**config.mk**
```make
export PLATFORM = sky130hd
export DESIGN_NAME = line_follow_yaw_steering
export DESIGN_NICKNAME = d
export VERILOG_FILES = /design/src/hw/rtl/lfys_pkg.sv /design/src/hw/rtl/lfys_drive.sv /design/src/hw/rtl/line_follow_yaw_steering.sv
export SDC_FILE = /design/constraint.sdc
export NUM_CORES = 2
export LEC_CHECK = 0
export ABC_AREA = 1
export BUFFER_PORTS_ARGS = -buffer_cell sky130_fd_sc_hd__buf_4
export CAP_MARGIN = 40
export CORE_MARGIN = 3
export CORE_UTILIZATION = 45
export DETAILED_ROUTE_END_ITERATION = 6
export GPL_TIMING_DRIVEN = 0
export PLACE_DENSITY = 0.68
export SLEW_MARGIN = 20
export SYNTH_ARGS = -nofsm -noshare
export SYNTH_HDL_FRONTEND = slang
export SYNTH_SLANG_ARGS = --single-unit
```
**constraint.sdc**
```tcl
create_clock -name clk_i -period 19.2 [get_ports clk_i]
set_input_delay 0 -clock clk_i [delete_from_list [all_inputs] [get_ports clk_i]]
set_output_delay 0 -clock clk_i [all_outputs]
set_load 0.01 [all_outputs]
```
**src/hw/rtl/lfys_pkg.sv**
```systemverilog
`default_nettype none

package lfys_pkg;

  // tick divider for the line decision
  localparam int LineDivideDefault = 4;

  // datapath widths
  localparam int RateW  = 16;
  localparam int SensW  = 6;
  localparam int PwmW   = 13;
  localparam int DriveW = 14;
  localparam int SpeedW = 4;
  localparam int CfgIdxW = 3;

  // pd clamp limit
  localparam int PwmLimit = 7000;

  // fixed turn drive magnitudes
  localparam logic signed [DriveW-1:0] DriveSlow = 14'sd5000;
  localparam logic signed [DriveW-1:0] DriveMid  = 14'sd6000;
  localparam logic signed [DriveW-1:0] DriveHard = 14'sd7000;

  // turn modes, 0 is pd control
  typedef enum logic [2:0] {
    TURN_PD = 3'd0,
    TURN_L1 = 3'd1,
    TURN_R1 = 3'd2,
    TURN_L2 = 3'd3,
    TURN_R2 = 3'd4,
    TURN_L3 = 3'd5,
    TURN_R3 = 3'd6
  } turn_mode_e;

  // configuration register indexes
  typedef enum logic [CfgIdxW-1:0] {
    CFG_LINE_EN  = 3'd0,
    CFG_RATE_GN  = 3'd1,
    CFG_DAMP_GN  = 3'd2,
    CFG_TARGET   = 3'd3
  } cfg_reg_e;

  // speed requests
  localparam logic signed [SpeedW-1:0] SpeedFast     = 4'sd3;
  localparam logic signed [SpeedW-1:0] SpeedStop     = 4'sd0;
  localparam logic signed [SpeedW-1:0] SpeedBack     = -4'sd1;
  localparam logic signed [SpeedW-1:0] SpeedStraight = 4'sd4;

endpackage

`default_nettype wire

```
**src/hw/rtl/lfys_drive.sv**
```systemverilog
`default_nettype none

module lfys_drive (
  input  logic signed [lfys_pkg::RateW-1:0] yaw_i,
  input  logic signed [lfys_pkg::RateW-1:0] target_i,
  input  logic signed [lfys_pkg::RateW-1:0] last_i,
  input  logic signed [lfys_pkg::RateW-1:0] rate_gain_i,
  input  logic signed [lfys_pkg::RateW-1:0] damping_gain_i,
  input  lfys_pkg::turn_mode_e              turn_i,
  input  logic                              running_i,
  output logic [lfys_pkg::PwmW-1:0]         pwm_duty_o,
  output logic                              drive_pos_o,
  output logic                              drive_neg_o
);
  import lfys_pkg::*;

  localparam int ErrW  = RateW + 1;
  localparam int ProdW = RateW + ErrW;
  localparam int SumW  = ProdW + 1;

  logic signed [ErrW-1:0]   err_p, err_d;
  logic signed [ProdW-1:0]  prod_p, prod_d;
  logic signed [SumW-1:0]   sum, biased, quot, clamped;
  logic signed [DriveW-1:0] drive_pd, drive;
  logic signed [DriveW-1:0] drive_neg_val;

  // rate error and rate change
  assign err_p = {yaw_i[RateW-1], yaw_i} - {target_i[RateW-1], target_i};
  assign err_d = {yaw_i[RateW-1], yaw_i} - {last_i[RateW-1], last_i};

  // two q8.8 products in parallel
  assign prod_p = ProdW'(rate_gain_i) * ProdW'(err_p);
  assign prod_d = ProdW'(damping_gain_i) * ProdW'(err_d);
  assign sum    = {prod_p[ProdW-1], prod_p} + {prod_d[ProdW-1], prod_d};

  // divide by 256 truncating toward zero
  assign biased = sum + (sum[SumW-1] ? SumW'(255) : SumW'(0));
  assign quot   = biased >>> 8;

  // clamp to the pwm limit
  always_comb begin
    if (quot > SumW'(PwmLimit)) begin
      clamped = SumW'(PwmLimit);
    end else if (quot < -SumW'(PwmLimit)) begin
      clamped = -SumW'(PwmLimit);
    end else begin
      clamped = quot;
    end
  end
  assign drive_pd = DriveW'(clamped);

  // fixed turn override
  always_comb begin
    case (turn_i)
      TURN_L1: drive = -DriveSlow;
      TURN_R1: drive = DriveSlow;
      TURN_L2: drive = -DriveMid;
      TURN_R2: drive = DriveMid;
      TURN_L3: drive = -DriveHard;
      TURN_R3: drive = DriveHard;
      default: drive = drive_pd;
    endcase
  end

  // sign-magnitude output, off when not running
  assign drive_neg_val = -drive;
  always_comb begin
    pwm_duty_o  = '0;
    drive_pos_o = 1'b0;
    drive_neg_o = 1'b0;
    if (running_i) begin
      if (drive[DriveW-1]) begin
        pwm_duty_o  = PwmW'(drive_neg_val);
        drive_neg_o = 1'b1;
      end else begin
        pwm_duty_o  = PwmW'(drive);
        drive_pos_o = 1'b1;
      end
    end
  end

endmodule

`default_nettype wire

```
**src/hw/rtl/line_follow_yaw_steering.sv**
```systemverilog
`default_nettype none

// channel | signals                          | payload
// --------+----------------------------------+-----------------------------
// in      | in_valid_i / in_stall_o          | yaw_rate, line_sensors, running
// out     | out_valid_o / out_stall_i        | pwm_duty, drive_pos/neg, speed, turn
// cfg     | cfg_valid_i / cfg_ready_o        | cfg_index_i, cfg_data_i
//
// one transaction per clock cycle sustained while the output is not stalled; each
// input passes through the input register, then the result register.
// the multiply, add, clamp and override path sits between those two registers.
// reset clears the tick phase, held turn/speed, last rate, the valid flags and the
// cfg registers (rate gain resets to 30.0 in q8.8); stall on the output holds
// the result and backs up into in_stall_o once the input register is also full.

module line_follow_yaw_steering #(
  parameter int LINE_DIVIDE = lfys_pkg::LineDivideDefault
) (
  input  logic                                clk_i,
  input  logic                                rst_ni,
  // input channel
  input  logic                                in_valid_i,
  output logic                                in_stall_o,
  input  logic signed [lfys_pkg::RateW-1:0]   yaw_rate_i,
  input  logic [lfys_pkg::SensW-1:0]          line_sensors_i,
  input  logic                                running_i,
  // result channel
  output logic                                out_valid_o,
  input  logic                                out_stall_i,
  output logic [lfys_pkg::PwmW-1:0]           pwm_duty_o,
  output logic                                drive_pos_o,
  output logic                                drive_neg_o,
  output logic signed [lfys_pkg::SpeedW-1:0]  speed_request_o,
  output logic [2:0]                          turn_mode_o,
  // configuration channel
  input  logic                                cfg_valid_i,
  output logic                                cfg_ready_o,
  input  logic [lfys_pkg::CfgIdxW-1:0]        cfg_index_i,
  input  logic [lfys_pkg::RateW-1:0]          cfg_data_i
);
  import lfys_pkg::*;

  localparam int PhaseW = (LINE_DIVIDE > 1) ? $clog2(LINE_DIVIDE) : 1;
  localparam logic [PhaseW-1:0] PhaseLast = PhaseW'(LINE_DIVIDE - 1);

  // configuration registers
  logic                     line_en_q;
  logic signed [RateW-1:0]  rate_gain_q, damping_gain_q, target_q;

  // controller state
  logic signed [RateW-1:0]  last_rate_q;
  turn_mode_e               turn_q, turn_d;
  logic signed [SpeedW-1:0] speed_q, speed_d;
  logic [PhaseW-1:0]        phase_q, phase_d;
  logic                     clear_target;
  logic signed [RateW-1:0]  target_eff;

  // input register
  logic                     s1_valid_q;
  logic signed [RateW-1:0]  s1_yaw_q;
  logic [SensW-1:0]         s1_sens_q;
  logic                     s1_run_q;

  // result register
  logic                     out_valid_q;
  logic [PwmW-1:0]          pwm_q, pwm_d;
  logic                     pos_q, pos_d, neg_q, neg_d;
  logic signed [SpeedW-1:0] speed_out_q;
  turn_mode_e               turn_out_q;

  logic res_ready, advance, in_accept, cfg_write;

  // handshake
  assign res_ready  = !out_valid_q || !out_stall_i;
  assign advance    = s1_valid_q && res_ready;
  assign in_stall_o = s1_valid_q && !res_ready;
  assign in_accept  = in_valid_i && !in_stall_o;
  assign cfg_ready_o = 1'b1;
  assign cfg_write   = cfg_valid_i && cfg_ready_o;

  // tick phase and line decision
  always_comb begin
    phase_d      = phase_q + PhaseW'(1);
    turn_d       = turn_q;
    speed_d      = speed_q;
    clear_target = 1'b0;
    if (phase_q == PhaseLast) begin
      phase_d = '0;
      speed_d = SpeedStop;
      if (line_en_q) begin
        if (s1_sens_q[0]) begin
          turn_d = TURN_L1; speed_d = SpeedFast;
        end else if (s1_sens_q[3]) begin
          turn_d = TURN_R1; speed_d = SpeedFast;
        end else if (s1_sens_q[1]) begin
          turn_d = TURN_L2; speed_d = SpeedStop;
        end else if (s1_sens_q[4]) begin
          turn_d = TURN_R2; speed_d = SpeedStop;
        end else if (s1_sens_q[2]) begin
          turn_d = TURN_L3; speed_d = SpeedBack;
        end else if (s1_sens_q[5]) begin
          turn_d = TURN_R3; speed_d = SpeedBack;
        end else begin
          turn_d = TURN_PD; speed_d = SpeedStraight; clear_target = 1'b1;
        end
      end
    end
  end

  assign target_eff = clear_target ? '0 : target_q;

  // pd term, override and pwm encoding
  lfys_drive u_drive (
    .yaw_i          (s1_yaw_q),
    .target_i       (target_eff),
    .last_i         (last_rate_q),
    .rate_gain_i    (rate_gain_q),
    .damping_gain_i (damping_gain_q),
    .turn_i         (turn_d),
    .running_i      (s1_run_q),
    .pwm_duty_o     (pwm_d),
    .drive_pos_o    (pos_d),
    .drive_neg_o    (neg_d)
  );

  // configuration writes and target clear from the decision
  always_ff @(posedge clk_i or negedge rst_ni) begin
    if (!rst_ni) begin
      line_en_q      <= 1'b0;
      rate_gain_q    <= 16'sd7680;
      damping_gain_q <= '0;
      target_q       <= '0;
    end else begin
      if (cfg_write) begin
        case (cfg_index_i)
          CFG_LINE_EN: line_en_q      <= cfg_data_i[0];
          CFG_RATE_GN: rate_gain_q    <= cfg_data_i;
          CFG_DAMP_GN: damping_gain_q <= cfg_data_i;
          CFG_TARGET:  target_q       <= cfg_data_i;
          default: ;
        endcase
      end else if (advance && clear_target) begin
        target_q <= '0;
      end
    end
  end

  // controller state updates as each item leaves the input register
  always_ff @(posedge clk_i or negedge rst_ni) begin
    if (!rst_ni) begin
      last_rate_q <= '0;
      turn_q      <= TURN_PD;
      speed_q     <= '0;
      phase_q     <= '0;
    end else if (advance) begin
      last_rate_q <= s1_yaw_q;
      turn_q      <= turn_d;
      speed_q     <= speed_d;
      phase_q     <= phase_d;
    end
  end

  // input register valid
  always_ff @(posedge clk_i or negedge rst_ni) begin
    if (!rst_ni) begin
      s1_valid_q <= 1'b0;
    end else if (in_accept) begin
      s1_valid_q <= 1'b1;
    end else if (advance) begin
      s1_valid_q <= 1'b0;
    end
  end

  // input register payload
  always_ff @(posedge clk_i) begin
    if (in_accept) begin
      s1_yaw_q  <= yaw_rate_i;
      s1_sens_q <= line_sensors_i;
      s1_run_q  <= running_i;
    end
  end

  // result register valid
  always_ff @(posedge clk_i or negedge rst_ni) begin
    if (!rst_ni) begin
      out_valid_q <= 1'b0;
    end else if (res_ready) begin
      out_valid_q <= s1_valid_q;
    end
  end

  // result register payload
  always_ff @(posedge clk_i) begin
    if (advance) begin
      pwm_q       <= pwm_d;
      pos_q       <= pos_d;
      neg_q       <= neg_d;
      speed_out_q <= speed_d;
      turn_out_q  <= turn_d;
    end
  end

  assign out_valid_o     = out_valid_q;
  assign pwm_duty_o      = pwm_q;
  assign drive_pos_o     = pos_q;
  assign drive_neg_o     = neg_q;
  assign speed_request_o = speed_out_q;
  assign turn_mode_o     = turn_out_q;

endmodule

`default_nettype wire
```
# Word level (Yosys, flattened, before mapping)
# Cells that the tools add are included.
# op_classes
n_addsub	6
n_mul	2
order_cmp	2
n_eq_ne	11
muxes	38
n_reduce_logical	16
# ops
op	n
14-bit one-hot mux with 6 select lines	1
16-bit by 17-bit multiplier with 33-bit output	2
16-bit 2-to-1 mux	4
33-bit by 33-bit adder with 34-bit output	1
34-bit by 9-bit adder with 34-bit output	1
16-bit by 16-bit subtractor with 17-bit output	2
4-bit 2-to-1 mux	8
14-bit 2-to-1 mux	2
26-bit by 14-bit > comparator with 1-bit output (second input constant)	1
26-bit by 14-bit less-than comparator with 1-bit output (second input constant)	1
3-bit 2-to-1 mux	8
13-bit 2-to-1 mux	1
13-bit negator	1
3-bit by 2-bit == test with 1-bit output (second input constant)	4
1-bit 2-to-1 mux	12
3-bit == test (second input constant)	3
8-bit 2-to-1 mux	1
2-bit AND reduction	4
3-bit by 1-bit == test with 1-bit output (second input constant)	2
1-bit logical AND	4
1-bit zero test	4
2-bit nonzero test	2
3-bit zero test	1
2-bit by 1-bit adder with 2-bit output (second input constant)	1
4 further kinds	4
# word_totals
ff_bits	121
input_bits	47
elab_cells	93

# Logic depth before layout (Yosys ltp)
# logic_depth
ltp_word	20
mapped_depth	92

# Modules after synthesis
# From an unflattened synthesis, not the netlist that was laid out.
# unflattened
cells_unflattened	3665
area_unflattened_um2	29474.5
# by_module_without_submodules
mod	instances	cells_each	area_per_inst_um2
lfys_drive	1	3226	24761.2
line_follow_yaw_steering	1	439	4713.3

# Worst setup path after synthesis
# No wires, ideal clock.
# synth_timing
path_type	register to register
start	reg phase_q[0]
end	reg pwm_q[12], in the netlist pwm_duty_o[12], data pin
t_arrival_ns	12.525
t_required_ns	18.947
setup_slack_ns	6.423
stages_incl_launch_ff	89
n_path_buf	3
synth_period_minus_slack_ns	12.777
path_cell_list	dfrtp_1 ha_1 nand2_1 nor2_1 inv_1 nor3_1 nand2_1 inv_1 nor2_1 inv_1 ha_1 nand2_1 nor2_1 a211oi_1 nor2_1 o21ai_0 nand2_1 a21oi_1 (+53 left out) nor2_1 nand2_1 nand2_1 nand2_1 nand2_1 nand3_1 nand2_2 buf_6 inv_1 nor2_4 nand2_1 ha_1 nand4_1 nand2_1 nand3_2 nor2_1 nor2_1 nor2_1
# synth_between
elab_chain_cells	14
# synth_rtl
element	line_no	rtl
start: declaration	line_follow_yaw_steering.sv:54	logic [PhaseW-1:0] phase_q, phase_d;
start signal: assignment	line_follow_yaw_steering.sv:159	phase_q <= phase_d;
2-bit == test *	line_follow_yaw_steering.sv:87	if (phase_q == PhaseLast) begin
1-bit 2-to-1 mux	line_follow_yaw_steering.sv:87	
16-bit 2-to-1 mux	line_follow_yaw_steering.sv:110	assign target_eff = clear_target ? '0 : target_q;
16-bit by 16-bit subtractor with 17-bit output	lfys_drive.sv:28	assign err_p = {yaw_i[RateW-1], yaw_i} - {target_i[RateW-1], target_i};
16-bit by 17-bit multiplier with 33-bit output	lfys_drive.sv:32	assign prod_p = ProdW'(rate_gain_i) * ProdW'(err_p);
33-bit by 33-bit adder with 34-bit output	lfys_drive.sv:34	assign sum = {prod_p[ProdW-1], prod_p} + {prod_d[ProdW-1], prod_d};
8-bit 2-to-1 mux	lfys_drive.sv:37	assign biased = sum + (sum[SumW-1] ? SumW'(255) : SumW'(0));
34-bit by 9-bit adder with 34-bit output	lfys_drive.sv:37	
26-bit by 14-bit less-than comparator with 1-bit output	lfys_drive.sv:44	end else if (quot < -SumW'(PwmLimit)) begin
14-bit 2-to-1 mux	lfys_drive.sv:44	
14-bit 2-to-1 mux	lfys_drive.sv:42	if (quot > SumW'(PwmLimit)) begin
14-bit one-hot mux with 6 select lines *	lfys_drive.sv:54	case (turn_i)
13-bit negator	lfys_drive.sv:66	assign drive_neg_val = -drive;
13-bit 2-to-1 mux *	lfys_drive.sv:72	if (drive[DriveW-1]) begin
end signal: assignment	line_follow_yaw_steering.sv:195	pwm_q <= pwm_d;
end: declaration	line_follow_yaw_steering.sv:66	logic [PwmW-1:0] pwm_q, pwm_d;
# Mark *: on every way between the ends. The rest lies on a longest branch, timed or not.
# A chain may end at the register's enable or synchronous reset.

# Worst setup path in the final report
# layout_timing
start	reg phase_q[0]
end	reg pwm_q[10], in the netlist pwm_duty_o[10], data pin
# Same word-level chain as after synthesis.

==> impl_metrics.yaml <==
final_layout:
  final_cells: 4600
  layout-drive-gt1-share_pct: 5.49
  fin_nets: 4591
  syn2layout_area_growth_pct: 9.34
synth:
  ys_warn_count: 0
  synthFlopType: "dfrtp_1"
  synth_edf_count: 45
  syn_avg_cell_area_um2: 8.11
  yosysSeqAreaShare_pct: 11.2
  async_flop_share_pct: 62.8
  synth-xor-area-share_pct: 1.47
  synth_nets: 4446
  synth_simple_gate_area_share_pct: 18.5
  synth-compound-area-share_pct: 4.41
  synthMuxAreaShare_pct: 0
  ys_types: 54
  synth_fa_ha_area_share_pct: 50.3
  ys_ff_latch: 121
  synth_top_family_by_area: "adder cells"
  synth_cells: 3595
  syn-cell-area_um2: 29100
floorplan:
  dieWidth_um: 260
  chipHeight_um: 260
  fp-row-count: 92
  floorplan.initialDensity_pct: 45.9
  io_pins: 72
  fp.coreArea_um2: 63500
  die-area_um2: 67800
hold_path:
  min-delay-start: "cfg_data_i[11]"
  hp-class: "input port to register"
  hold_path_end: "target_q[11]$_DFFE_PN0P_"
  min_path_cells: 3
grt:
  antenna_found_initial: 2
  grt_start_max_net_pins: 42
  grt_pass1_vias: 23900
  track_usage_pct: 26.0
  grt_pass1_wl_um: 134000
  overflow: 0
worst_setup_path:
  crit_required_ns: 19.39
  arrival_ns: 15.50
  r2r-start: "phase_q[0]$_DFFE_PN0P_"
  critPathLaunch: "phase_q[0]$_DFFE_PN0P_"
  cp-start-kind: "register"
  worstSetupEndpointType: "register"
  rr_worst_depth: 87
  worstSetupPathType: "register to register"
  reg2reg_slack_ns: 3.88
  critPathMaxStageDelay_ns: 0.57
  path_max_fanout: 10
  crit_top_cell: "nand2_1"
  r2r_end: "pwm_duty_o[10]$_SDFFCE_PN0P_"
  cpMaxStageDelayCell: "fa_1"
sta:
  finClkSkew_ns: 0.0107
  rsz0062_at_grt: "false"
  hold_violations: 0
  slew_violations: 0
  setup_tns_ns: 0
  slew_headroom_pct: 38.4
  fin_crit_ns: 15.32
  fin_crit_sh_pct: 79.8
  max_freq_mhz: 65.3
  worstMarginPinSlew_ns: 0.921
  setup_viol: 0
clocking:
  cts_buffer_depth: 2
  cts_resized: 0
  numCtsBuffers: 17
  cts_sinks: 121
  htree_num_levels: 4
  clkLatencyLatePin_ns: 0.44
  cts.clk_slew.worst_paths_ns: 0.06
  cts_tree: "yes"
  root_buffer: "clkbuf_16"
placement:
  io_buffers: 70
  dp_hpwl_um: 72100
  place_inst: 4519
  gp_congestion: 1.01
detailed_routing:
  remaining_drc_errors: 0
  drt_iter0_drc: 2056
  avgRoutedWirePerCell_um: 18.3
  drt-pass1-iter-count: 5
  vias_per_cell: 5.11
  drtAntennaViolNets: 0
  routed_wl_um: 84000
  vias: 23500
flow_run:
  drv_cap: 0
outcome:
  status: "finished, final reports clean"
[cell usage in the layout (no fill, tap or decap), types with 5 or more instances in the layout]
master,count
nand3_1,81
dfrtp_1,72
xor2_1,23
xor2_2,8
o21bai_1,8
nand3_2,5
or2_2,21
o21ai_1,7
buf_4,77
o21a_1,6
clkbuf_1,81
clkinv_2,6
inv_1,974
ha_1,192
inv_2,5
dlygate4sd3_1,46
o21ai_0,94
nor2_1,425
nor2_2,11
nand3b_1,6
nand2_2,25
xnor2_1,11
a21oi_1,77
fa_1,612
edfxtp_1,45
nand4_1,34
nor3_1,9
clkbuf_16,17
buf_6,6
o22ai_1,18
clkinv_1,20
nand2_1,681
[critical path: cells and delay by family (launching register included)]
kind | cells | cell delay (ns)
fa+ha+maj | 13 | 5.53
compound gates | 12 | 2.12
flops | 1 | 0.36
simple gates | 46 | 5.27
buf+inv | 16 | 1.76
[sequential cells by signal, summed over array words and instances, names as in the netlist, 2 cells and up]
signal	flops
turn_q	3
s1_yaw_q	16
target_q	16
turn_mode_o	3
pwm_duty_o	13
phase_q	2
speed_request_o	4
damping_gain_q	16
rate_gain_q	16
s1_sens_q	6
last_rate_q	16
speed_q	4
[logic make-up after synthesis]
| group | Yosys count |
|---|---|
| and+or+nand+nor | 1312 |
| buffers and inverters | 1084 |
| adders and majority gates | 804 |
| AOI/OAI and AO/OA | 231 |
| DFF | 121 |
| xor gates and xnor gates | 42 |
| other | 1 |
[per-layer routing]
layer / vias up / GRT usage (%) / part of all wire (%)
met5: - / 0 / 0.015
met4: 2 / 12.4 / 5.6
met3: 176 / 4.28 / 9.0
met2: 988 / 41.0 / 45
met1: 11600 / 35.2 / 40
li1: 10700 / - / -
[area by class of cell]
type / count / area (um2)
antenna: 1 / 2.50
buffer: 88 / 382
clock buffer: 20 / 437
clock inverter: 12 / 131
fill: 6070 / 31700
inverter: 996 / 3740
multi-input combinational: 2390 / 21800
sequential: 121 / 3260
tap: 846 / 1060
timing repair buffer: 126 / 1090
[worst max path at each step]
| stage | end | slack [ns] | cells past startpoint |
|---|---|---|---|
| after detailed placement | pwm_duty_o[10]$_SDFFCE_PN0P_ | 4.02 | 86 |
| after CTS | pwm_duty_o[10]$_SDFFCE_PN0P_ | 3.98 | 86 |
| after global routing | pwm_duty_o[12]$_SDFFCE_PN0P_ | 2.57 | 86 |
| after floorplan | pwm_duty_o[12]$_SDFFCE_PN0P_ | 6.42 | 88 |
| final | pwm_duty_o[10]$_SDFFCE_PN0P_ | 3.88 | 87 |
| after global placement | pwm_duty_o[12]$_SDFFCE_PN0P_ | 4.07 | 86 |
[through the flow]
stage / utilization [%] / cell area [um2] / hold slack [ns] / setup slack, ns
after detailed placement: 48.5 / 30800 / -0.00787 / 4.02
final: 50.1 / 31900 / 0.0597 / 3.88
after floorplan: - / 29100 / -0.296 / 6.42
after CTS: 50.1 / 31800 / 0.00808 / 3.98
after global routing: 50.1 / 31900 / 0.0273 / 2.57
after global placement: 48.4 / 30700 / 0.179 / 4.07
[cells in the mapped netlist, types with 25 or more instances]
cell type,number,share of area [%]
fa_1,612,42
edfxtp_1,45,4.6
clkbuf_1,79,1.0
o21ai_0,94,1.6
ha_1,192,8.2
a21oi_1,77,1.3
nor2_1,425,5.5
nand4_1,34,0.73
nand3_1,81,1.4
dfrtp_1,72,6.2
inv_1,974,13
nand2_2,25,0.54
nand2_1,681,8.8
[repair_timing]
item | in CTS | in global routing
setup endpoints to repair | 0 | 0
hold buffers | 46 | 0
buffers inserted | 0 | 0
endpoints found under the hold margin | 145 | 0
Power is left out: the tool's default activity adds up to more than one toggle a clock period on the data nets, which glitch-free logic cannot reach.
